File: config.mk
export PLATFORM = sky130hd
export DESIGN_NAME = sorted_timer_event_queue_unit
export DESIGN_NICKNAME = d
export VERILOG_FILES = /design/src/rtl/core/stq_pkg.sv /design/src/rtl/core/stq_cell.sv /design/src/rtl/core/sorted_timer_event_queue_unit.sv
export SDC_FILE = /design/constraint.sdc
export NUM_CORES = 2
export LEC_CHECK = 0
export BUFFER_PORTS_ARGS = -buffer_cell sky130_fd_sc_hd__buf_2
export CAP_MARGIN = 5
export CORE_AREA = 3 3 403 405
export DETAILED_ROUTE_END_ITERATION = 10
export DIE_AREA = 0 0 406 408
export PLACE_DENSITY = 0.64
export SKIP_CTS_REPAIR_TIMING = 1
export SYNTH_ARGS = -nofsm -noshare
export SYNTH_HDL_FRONTEND = slang
export SYNTH_HIERARCHICAL = 1
export SYNTH_SLANG_ARGS = --single-unit
export TNS_END_PERCENT = 30
File: constraint.sdc
create_clock -name aclk -period 8.1 [get_ports aclk]
set_input_delay 0.405 -clock aclk [delete_from_list [all_inputs] [get_ports aclk]]
set_output_delay 0.405 -clock aclk [all_outputs]
set_load 0.03 [all_outputs]
File: src/rtl/core/stq_pkg.sv
// shared types, constants and the wrap-safe time compare of the timer event queue
// no dependencies
package stq_pkg;

    localparam int QUEUE_DEPTH = 16;
    localparam int MAX_RESULTS = 16;
    localparam int OCC_W       = $clog2(QUEUE_DEPTH + 1);
    localparam int CNT_W       = $clog2(MAX_RESULTS);

    localparam logic [15:0] RESET_DEFAULT_DELAY = 16'd1000;

    typedef struct packed {
        logic [31:0] tstamp;
        logic [7:0]  gate;
        logic        level;
    } slot_t;

    typedef enum logic [1:0] {
        OP_HOLD   = 2'd0,
        OP_INSERT = 2'd1,
        OP_POP    = 2'd2
    } cell_op_t;

    typedef struct packed {
        cell_op_t    op;
        logic [31:0] target;
        logic [7:0]  gate;
        logic        level;
    } cell_cmd_t;

    // a strictly later than b, modulo 2^32
    function automatic logic later_than(input logic [31:0] a, input logic [31:0] b);
        logic [31:0] d;
        d = a - b;
        return (d != 32'd0) && !d[31];
    endfunction

endpackage

File: src/rtl/core/stq_cell.sv
// one slot of the sorted chain: holds an event and shifts with its neighbours
// depends on stq_pkg
module stq_cell (
    input  logic              aclk,
    input  stq_pkg::cell_cmd_t cmd,
    input  logic              in_use,
    input  logic              at_end,
    input  logic              left_later,
    input  stq_pkg::slot_t    left_slot,
    input  stq_pkg::slot_t    right_slot,
    output stq_pkg::slot_t    slot,
    output logic              later
);

    stq_pkg::slot_t slot_reg;
    stq_pkg::slot_t slot_next;

    assign later = in_use && stq_pkg::later_than(slot_reg.tstamp, cmd.target);
    assign slot  = slot_reg;

    always_comb begin
        slot_next = slot_reg;
        unique case (cmd.op)
            stq_pkg::OP_HOLD: begin
                slot_next = slot_reg;
            end
            stq_pkg::OP_INSERT: begin
                // everything later than the new word moves one place right
                if (left_later) begin
                    slot_next = left_slot;
                end else if (later || at_end) begin
                    slot_next.tstamp = cmd.target;
                    slot_next.gate   = cmd.gate;
                    slot_next.level  = cmd.level;
                end
            end
            stq_pkg::OP_POP: begin
                slot_next = right_slot;
            end
            default: begin
                slot_next = slot_reg;
            end
        endcase
    end

    always_ff @(posedge aclk) begin
        slot_reg <= slot_next;
    end

endmodule

File: src/rtl/core/sorted_timer_event_queue_unit.sv
// channel  | signals                                              | word
// ---------+------------------------------------------------------+--------------------------
// s_       | s_valid s_ready                                      | kind gate_index level delay
// m_       | m_valid m_ready                                      | gate level dropped last
// cfg_     | cfg_wr_en cfg_wr_data                                | default delay, no stall
//
// a schedule: accept, then one insert step across the cell chain
// a tick: accept and advance time, then pop the due events one by one, up to 16; none if nothing is due
// a refused schedule passes a drop step; any result word waits while the previous one is held by m_ready low
// reset clears time, occupancy and control; slot contents stay undefined, no clearing pass
// top level of the timer event queue; depends on stq_pkg and stq_cell
module sorted_timer_event_queue_unit (
    input  logic        aclk,
    input  logic        aresetn,
    input  logic        cfg_wr_en,
    input  logic [15:0] cfg_wr_data,
    input  logic        s_valid,
    output logic        s_ready,
    input  logic        s_kind,
    input  logic [7:0]  s_gate_index,
    input  logic        s_event_level,
    input  logic [15:0] s_delay,
    output logic        m_valid,
    input  logic        m_ready,
    output logic [7:0]  m_fired_gate,
    output logic        m_fired_level,
    output logic        m_dropped,
    output logic        m_last
);

    typedef enum logic [3:0] {
        ST_IDLE   = 4'b0001,
        ST_INSERT = 4'b0010,
        ST_POP    = 4'b0100,
        ST_DROP   = 4'b1000
    } state_t;

    state_t                       state_reg, state_next;
    logic [15:0]                  dflt_delay_reg, dflt_delay_next;
    logic [31:0]                  time_now_reg, time_now_next;
    logic [stq_pkg::OCC_W-1:0]    occ_reg, occ_next;
    logic [stq_pkg::CNT_W-1:0]    cnt_reg, cnt_next;
    logic [31:0]                  target_reg, target_next;
    logic [7:0]                   pend_gate_reg, pend_gate_next;
    logic                         pend_level_reg, pend_level_next;
    logic                         m_valid_reg, m_valid_next;
    logic [7:0]                   m_gate_reg, m_gate_next;
    logic                         m_level_reg, m_level_next;
    logic                         m_dropped_reg, m_dropped_next;
    logic                         m_last_reg, m_last_next;

    stq_pkg::cell_cmd_t           cmd;
    stq_pkg::slot_t               slots [stq_pkg::QUEUE_DEPTH];
    logic [stq_pkg::QUEUE_DEPTH-1:0] later_vec;

    logic in_acc, out_free, queue_full, head_due, next_due, pop_go, emit_last;
    logic [15:0] delay_eff;

    assign s_ready  = (state_reg == ST_IDLE);
    assign in_acc   = s_valid && s_ready;
    assign out_free = !m_valid_reg || m_ready;

    assign queue_full = (occ_reg == stq_pkg::OCC_W'(stq_pkg::QUEUE_DEPTH));
    assign delay_eff  = (s_delay == 16'd0) ? dflt_delay_reg : s_delay;

    assign head_due = (occ_reg != '0)
                   && !stq_pkg::later_than(slots[0].tstamp, time_now_reg);
    assign next_due = (occ_reg > stq_pkg::OCC_W'(1))
                   && !stq_pkg::later_than(slots[1].tstamp, time_now_reg);
    assign pop_go    = (state_reg == ST_POP) && head_due && out_free;
    assign emit_last = (cnt_reg == stq_pkg::CNT_W'(stq_pkg::MAX_RESULTS - 1)) || !next_due;

    always_comb begin
        cmd.target = target_reg;
        cmd.gate   = pend_gate_reg;
        cmd.level  = pend_level_reg;
        if (state_reg == ST_INSERT) begin
            cmd.op = stq_pkg::OP_INSERT;
        end else if (pop_go) begin
            cmd.op = stq_pkg::OP_POP;
        end else begin
            cmd.op = stq_pkg::OP_HOLD;
        end
    end

    for (genvar i = 0; i < stq_pkg::QUEUE_DEPTH; i++) begin : g_cell
        localparam int LI = (i == 0) ? 0 : i - 1;
        localparam int RI = (i == stq_pkg::QUEUE_DEPTH - 1) ? i : i + 1;

        stq_cell u_cell (
            .aclk       (aclk),
            .cmd        (cmd),
            .in_use     (occ_reg > stq_pkg::OCC_W'(i)),
            .at_end     (occ_reg == stq_pkg::OCC_W'(i)),
            .left_later ((i != 0) && later_vec[LI]),
            .left_slot  (slots[LI]),
            .right_slot (slots[RI]),
            .slot       (slots[i]),
            .later      (later_vec[i])
        );
    end

    always_comb begin
        state_next      = state_reg;
        dflt_delay_next = cfg_wr_en ? cfg_wr_data : dflt_delay_reg;
        time_now_next   = time_now_reg;
        occ_next        = occ_reg;
        cnt_next        = cnt_reg;
        target_next     = target_reg;
        pend_gate_next  = pend_gate_reg;
        pend_level_next = pend_level_reg;
        m_valid_next    = m_valid_reg && !m_ready;
        m_gate_next     = m_gate_reg;
        m_level_next    = m_level_reg;
        m_dropped_next  = m_dropped_reg;
        m_last_next     = m_last_reg;

        unique case (state_reg)
            ST_IDLE: begin
                if (in_acc) begin
                    pend_gate_next  = s_gate_index;
                    pend_level_next = s_event_level;
                    target_next     = time_now_reg + {16'd0, delay_eff};
                    if (!s_kind) begin
                        time_now_next = time_now_reg + 32'd1;
                        cnt_next      = '0;
                        state_next    = ST_POP;
                    end else if (queue_full) begin
                        state_next = ST_DROP;
                    end else begin
                        state_next = ST_INSERT;
                    end
                end
            end
            ST_INSERT: begin
                occ_next   = occ_reg + stq_pkg::OCC_W'(1);
                state_next = ST_IDLE;
            end
            ST_POP: begin
                if (!head_due) begin
                    state_next = ST_IDLE;
                end else if (pop_go) begin
                    m_valid_next   = 1'b1;
                    m_gate_next    = slots[0].gate;
                    m_level_next   = slots[0].level;
                    m_dropped_next = 1'b0;
                    m_last_next    = emit_last;
                    occ_next       = occ_reg - stq_pkg::OCC_W'(1);
                    cnt_next       = cnt_reg + stq_pkg::CNT_W'(1);
                    if (emit_last) begin
                        state_next = ST_IDLE;
                    end
                end
            end
            ST_DROP: begin
                if (out_free) begin
                    m_valid_next   = 1'b1;
                    m_gate_next    = pend_gate_reg;
                    m_level_next   = pend_level_reg;
                    m_dropped_next = 1'b1;
                    m_last_next    = 1'b1;
                    state_next     = ST_IDLE;
                end
            end
            default: begin
                state_next = ST_IDLE;
            end
        endcase
    end

    always_ff @(posedge aclk) begin
        if (!aresetn) begin
            state_reg      <= ST_IDLE;
            dflt_delay_reg <= stq_pkg::RESET_DEFAULT_DELAY;
            time_now_reg   <= '0;
            occ_reg        <= '0;
            cnt_reg        <= '0;
            m_valid_reg    <= 1'b0;
        end else begin
            state_reg      <= state_next;
            dflt_delay_reg <= dflt_delay_next;
            time_now_reg   <= time_now_next;
            occ_reg        <= occ_next;
            cnt_reg        <= cnt_next;
            m_valid_reg    <= m_valid_next;
        end
    end

    always_ff @(posedge aclk) begin
        target_reg     <= target_next;
        pend_gate_reg  <= pend_gate_next;
        pend_level_reg <= pend_level_next;
        m_gate_reg     <= m_gate_next;
        m_level_reg    <= m_level_next;
        m_dropped_reg  <= m_dropped_next;
        m_last_reg     <= m_last_next;
    end

    assign m_valid       = m_valid_reg;
    assign m_fired_gate  = m_gate_reg;
    assign m_fired_level = m_level_reg;
    assign m_dropped     = m_dropped_reg;
    assign m_last        = m_last_reg;

endmodule

; After elaboration in Yosys (flattened, before gate mapping)
; Cells that the tools add are included.
[totals]
regBits = 770
inputBits = 47
output_inout_bits = 13
elab_cells = 359
[op_classes]
addsub = 23
magnitude_cmp = 16
eq_ne = 45
muxes = 84
bitwise = 1
reduce_logical = 129
[ops]
columns = cell, count
row1 = $mux W41, 31
row2 = $pmux W41 S2, 15
row3 = $reduce_bool A32 Y1, 18
row4 = $sub A32 B32 Y32, 18
row5 = $mux W4, 11
row6 = $ne A3 B1 Y1 const B, 14
row7 = $eq A5 B4 Y1 const B, 8
row8 = $gt A5 B4 Y1 const B, 8
row9 = $logic_and A1 B1 Y1, 40
row10 = $reduce_and A2 Y1, 17
row11 = $add A32 B1 Y32 const B, 1
row12 = $add A32 B16 Y32, 1
row13 = $mux W8, 3
row14 = $logic_not A1 Y1, 23
row15 = $eq A5 B3 Y1 const B, 4
row16 = $gt A5 B3 Y1 const B, 4
row17 = $logic_or A1 B1 Y1, 18
row18 = $logic_not A16 Y1, 1
row19 = $mux W16, 1
row20 = $pmux W8 S2, 1
row21 = $pmux W4 S3, 1
row22 = $mux W1, 11
row23 = $eq A5 B2 Y1 const B, 2
row24 = $gt A5 B1 Y1 const B, 2
row25 = 27 further kinds, 45

; Depth between registers and ports, before layout
[depth]
ltp_word = 12
ltp_mapped = 19
depth_no_buf = 17

; Hierarchy
; The synthesis kept the hierarchy.
[modules_own_cells]
columns = module, instances, cells_each, area_per_inst_um2, seq_area_each_um2
row1 = stq_cell at g_cell[13].u_cell ..., 9, 529, 4354.2, 1231.2
row2 = stq_cell at g_cell[0].u_cell ..., 4, 526, 4241.6, 1231.2
row3 = stq_cell at g_cell[6].u_cell ..., 3, 536, 4347.9, 1231.2
row4 = sorted_timer_event_queue_unit, 1, 1239, 10128.5, 2802.7

; Least setup slack after synthesis
; OpenSTA, ideal clock, no wires.
[synth_path]
path_type = reg-to-reg
from = register target_reg[1]
to = register g_cell[13].u_cell.slot_reg, in the netlist g_cell[13].u_cell/slot[0], enable pin
setup_ps = 501
t_arrival_ps = 6412
required_time_ps = 7599
slack_ps = 1187
stages_incl_launch_ff = 11
n_path_buf = 0
synth_period_minus_slack_ps = 6913
cell_sequence = edfxtp_1 > fa_1 > nand2b_1 > a211oi_1 > o2111ai_1 > a211oi_1 > o21ai_0 > nor3b_1 > o22ai_1 > nor4_2 > o31ai_1
[synth_via]
elab_chain_len = 7
word_cells_on_any_way = 13
classes_between = add/sub (2) / eq/ne (1) / reduce/logical (10)
[synth_lines]
columns = element, line
row1 = "start, declared", sorted_timer_event_queue_unit.sv:43  ; logic [31:0] target_reg, target_next;
row2 = "start signal, assigned", sorted_timer_event_queue_unit.sv:190  ; target_reg <= target_next;
row3 = $sub A32 B32 Y32, stq_pkg.sv:34  ; d = a - b;
row4 = $reduce_bool A32 Y1 or $logic_not A1 Y1 (tied branches), stq_pkg.sv:35  ; return (d != 32'd0) && !d[31];
row5 = $logic_and A1 B1 Y1, stq_pkg.sv:35
row6 = $logic_and A1 B1 Y1, stq_cell.sv:18  ; assign later = in_use && stq_pkg::later_than(slot_reg.tstamp, cmd.target);
row7 = $logic_or A1 B1 Y1, stq_cell.sv:31  ; end else if (later || at_end) begin
row8 = $ne A3 B1 Y1 (no line) *, n/a
row9 = $reduce_and A2 Y1 (no line) *, n/a
row10 = "end signal, assigned", stq_cell.sv:47  ; slot_reg <= slot_next;
row11 = "end, declared", stq_cell.sv:15  ; stq_pkg::slot_t slot_reg;
; Every way passes the cells marked *; elsewhere a longest branch is shown, timed or not.
; A chain may end at the register's enable or synchronous reset.

; Worst setup path after layout
[layout_path]
from = register target_reg[18]
to = register g_cell[4].u_cell.slot_reg, in the netlist g_cell[4].u_cell/slot[8], enable pin
[layout_via]
word_cells_on_any_way = 13
classes_between = add/sub (2) / eq/ne (1) / reduce/logical (10)
[layout_lines]
columns = element, line
row1 = $sub A32 B32 Y32 *, stq_pkg.sv:34
row2 = $reduce_bool A32 Y1 or $logic_not A1 Y1 (tied branches), stq_pkg.sv:35
row3 = $logic_and A1 B1 Y1 *, stq_pkg.sv:35
row4 = $logic_and A1 B1 Y1 *, stq_cell.sv:18
row5 = "via later_vec, one bit", sorted_timer_event_queue_unit.sv:54  ; logic [stq_pkg::QUEUE_DEPTH-1:0] later_vec;
row6 = $ne A3 B1 Y1 (no line) *, n/a
row7 = $reduce_and A2 Y1 (no line) *, n/a
row8 = "end signal, assigned", stq_cell.sv:47
row9 = "end, declared", stq_cell.sv:15
; The timed path passes the listed nets; every way through them passes the cells marked *.

==> flow_summary.ini <==
[clock_network]
htreeDepth = 3
clkTransAtPathRegs_ns = 0.06
cts_buffers = 86
cts_root_buffer = clkbuf_16
clockBufferDepth = 3
clkLatencyLatePin_ns = 0.69
cts_num_sinks = 770
cts_tree = done

[global_route]
antenna_found_initial = 14
grt_start_max_net_pins = 83
overflow = 0
first_global_vias = 72870
grt_pass1_wl_um = 487300
grt_util_all_layers = 0.3907

[power]
seq_power_share = 0.362
power_density_nw_per_um2 = 150.8
p_int_mw = 8.206
peakVddDrop_mv = 0.1501
comb_power_share = 0.323
swShare = 0.3571
p_clk_frac = 0.315
switching_power_mw = 4.558
p_leak_nw = 30.75

[sta]
rsz0062_at_grt = no
setup_tns_ns = 0
hold_viol_final = 3
slew_headroom = 0.1114
drv_slew = 0
finalClockSkew_ns = 0.04674
fmax_mhz = 150.4
timing.final.crit_share = 0.8207
holdWs_ns = -0.01237
setup_ws_ns = 1.452
fin_crit_ns = 6.648
setup_viol = 0
worst_pin_slew_ns = 1.319

[worst_setup_path]
cp-end-kind = register
cp-start-kind = register
r2r-start = target_reg[18]
ff2ff_path_depth = 17
crit_type = register to register
startpoint = target_reg[18]
cp_max_fo = 41
arrival_ns = 7.00
cp.required_ns = 8.46

[synth]
ys_warn_count = 6
netlist_area_um2 = 79320
synth_cells = 9711
syn_area_per_cell_um2 = 8.168
syn_nets = 10360

[outcome]
violations = hold timing
status = complete, but fails checks

[placement]
port-buffer-count = 59
dpl_worst_slack_ns = 1.699
placed_cells = 11470
place.gp.congestion = 1.008
hpwl_um = 259600

[floorplan]
die_h_um = 408
rows = 146
pin_count = 60
dieArea_um2 = 165600
die_w_um = 406
core_um2 = 158700
initial_core_util = 0.4997

[routing]
met3_length_um = 35300
vias_per_cell = 6.803
vias = 79170
met1_length_um = 135100
wl_per_cell_um = 29.09
wl_met2_um = 145400
first_pass_iters = 9
drc = 0
top_layer = met5
wl_um = 338500
ant_nets = 0
drtIter0Drc = 9803

[worst_hold_path]
min_path_type = input pin to register
hp-start = cfg_wr_data[7]
hold_path_depth = 3

[finish]
drive_above_1_share = 0.07336
final_cells = 11640
nets = 10140
largest_register_ff_count = 656
area_delta_synth_final_pct = 6.733
finalCoreUtilization = 0.5333

[flow_run]
cap_violations = 0
==> cells in the final DEF (no fill, tap or decap), types with 166 or more instances in the layout <==
cell type,count
ha_1,581
a21o_1,166
a21oi_1,639
nor3_1,178
mux2i_1,729
o21ai_0,1013
nand2_1,1294
inv_1,726
nand4_1,210
nor2_1,483
edfxtp_1,708
==> metrics by stage <==
stage	power [mW]	area, µm²
2_1_floorplan	7.399	79320
3_3_place_gp	8.647	81750
3_5_place_dp	8.672	81750
4_1_cts	12.64	84570
5_1_grt	13.24	84640
6_report	12.76	84660
==> final timing paths <==
check,slack [ns],endpoint
setup / recovery,1.45,g_cell[4].u_cell/slot[8]
hold reg to reg,0.47,dflt_delay_reg[8]
hold / removal,-0.01,dflt_delay_reg[7]
setup reg to reg,1.45,g_cell[4].u_cell/slot[8]
==> area by class of cell <==
class,instances,area [µm²]
fillers,15180,74090
multi-input cells,7692,52350
flip-flops and latches,770,22500
inverters,731,2744
well taps,2072,2592
clock buffers,112,2332
repair buffers,207,1622
clock inverters,44,495.5
diodes,10,25.02
==> power by group through the flow <==
stage	Sequential, mW	Combinational, mW	Clock (mW)
after global routing	4.62	4.45	4.18
after detailed placement	4.70	3.98	0
after floorplan	4.68	2.72	0
after global placement	4.69	3.95	0
final	4.62	4.13	4.02
after CTS	4.61	4.00	4.02
==> worst max-delay path: stages, from the launching register on <==
cell and delay, ns:
edfxtp_1 1.00, buf_4 0.51, buf_4 0.28, inv_1 0.07, ha_1 0.44, a21oi_1 0.36
o21a_1 0.25, o21ai_0 0.09, a221oi_1 0.39, nand4_1 0.18, nor3b_2 0.22, nand4b_1 0.16
nor4_2 0.87, nor3b_2 0.10, or2_2 0.32, a21oi_1 0.56, o31ai_4 0.16, buf_4 0.34
==> metal layers <==
| metal | track usage | vias up |
|---|---|---|
| met5 | 0 | - |
| met4 | 0.2108 | 4 |
| met3 | 0.07187 | 1025 |
| met2 | 0.5958 | 4457 |
| met1 | 0.5236 | 38180 |
| li1 | - | 35500 |
Note: power is estimated with default switching activity, not from simulation.
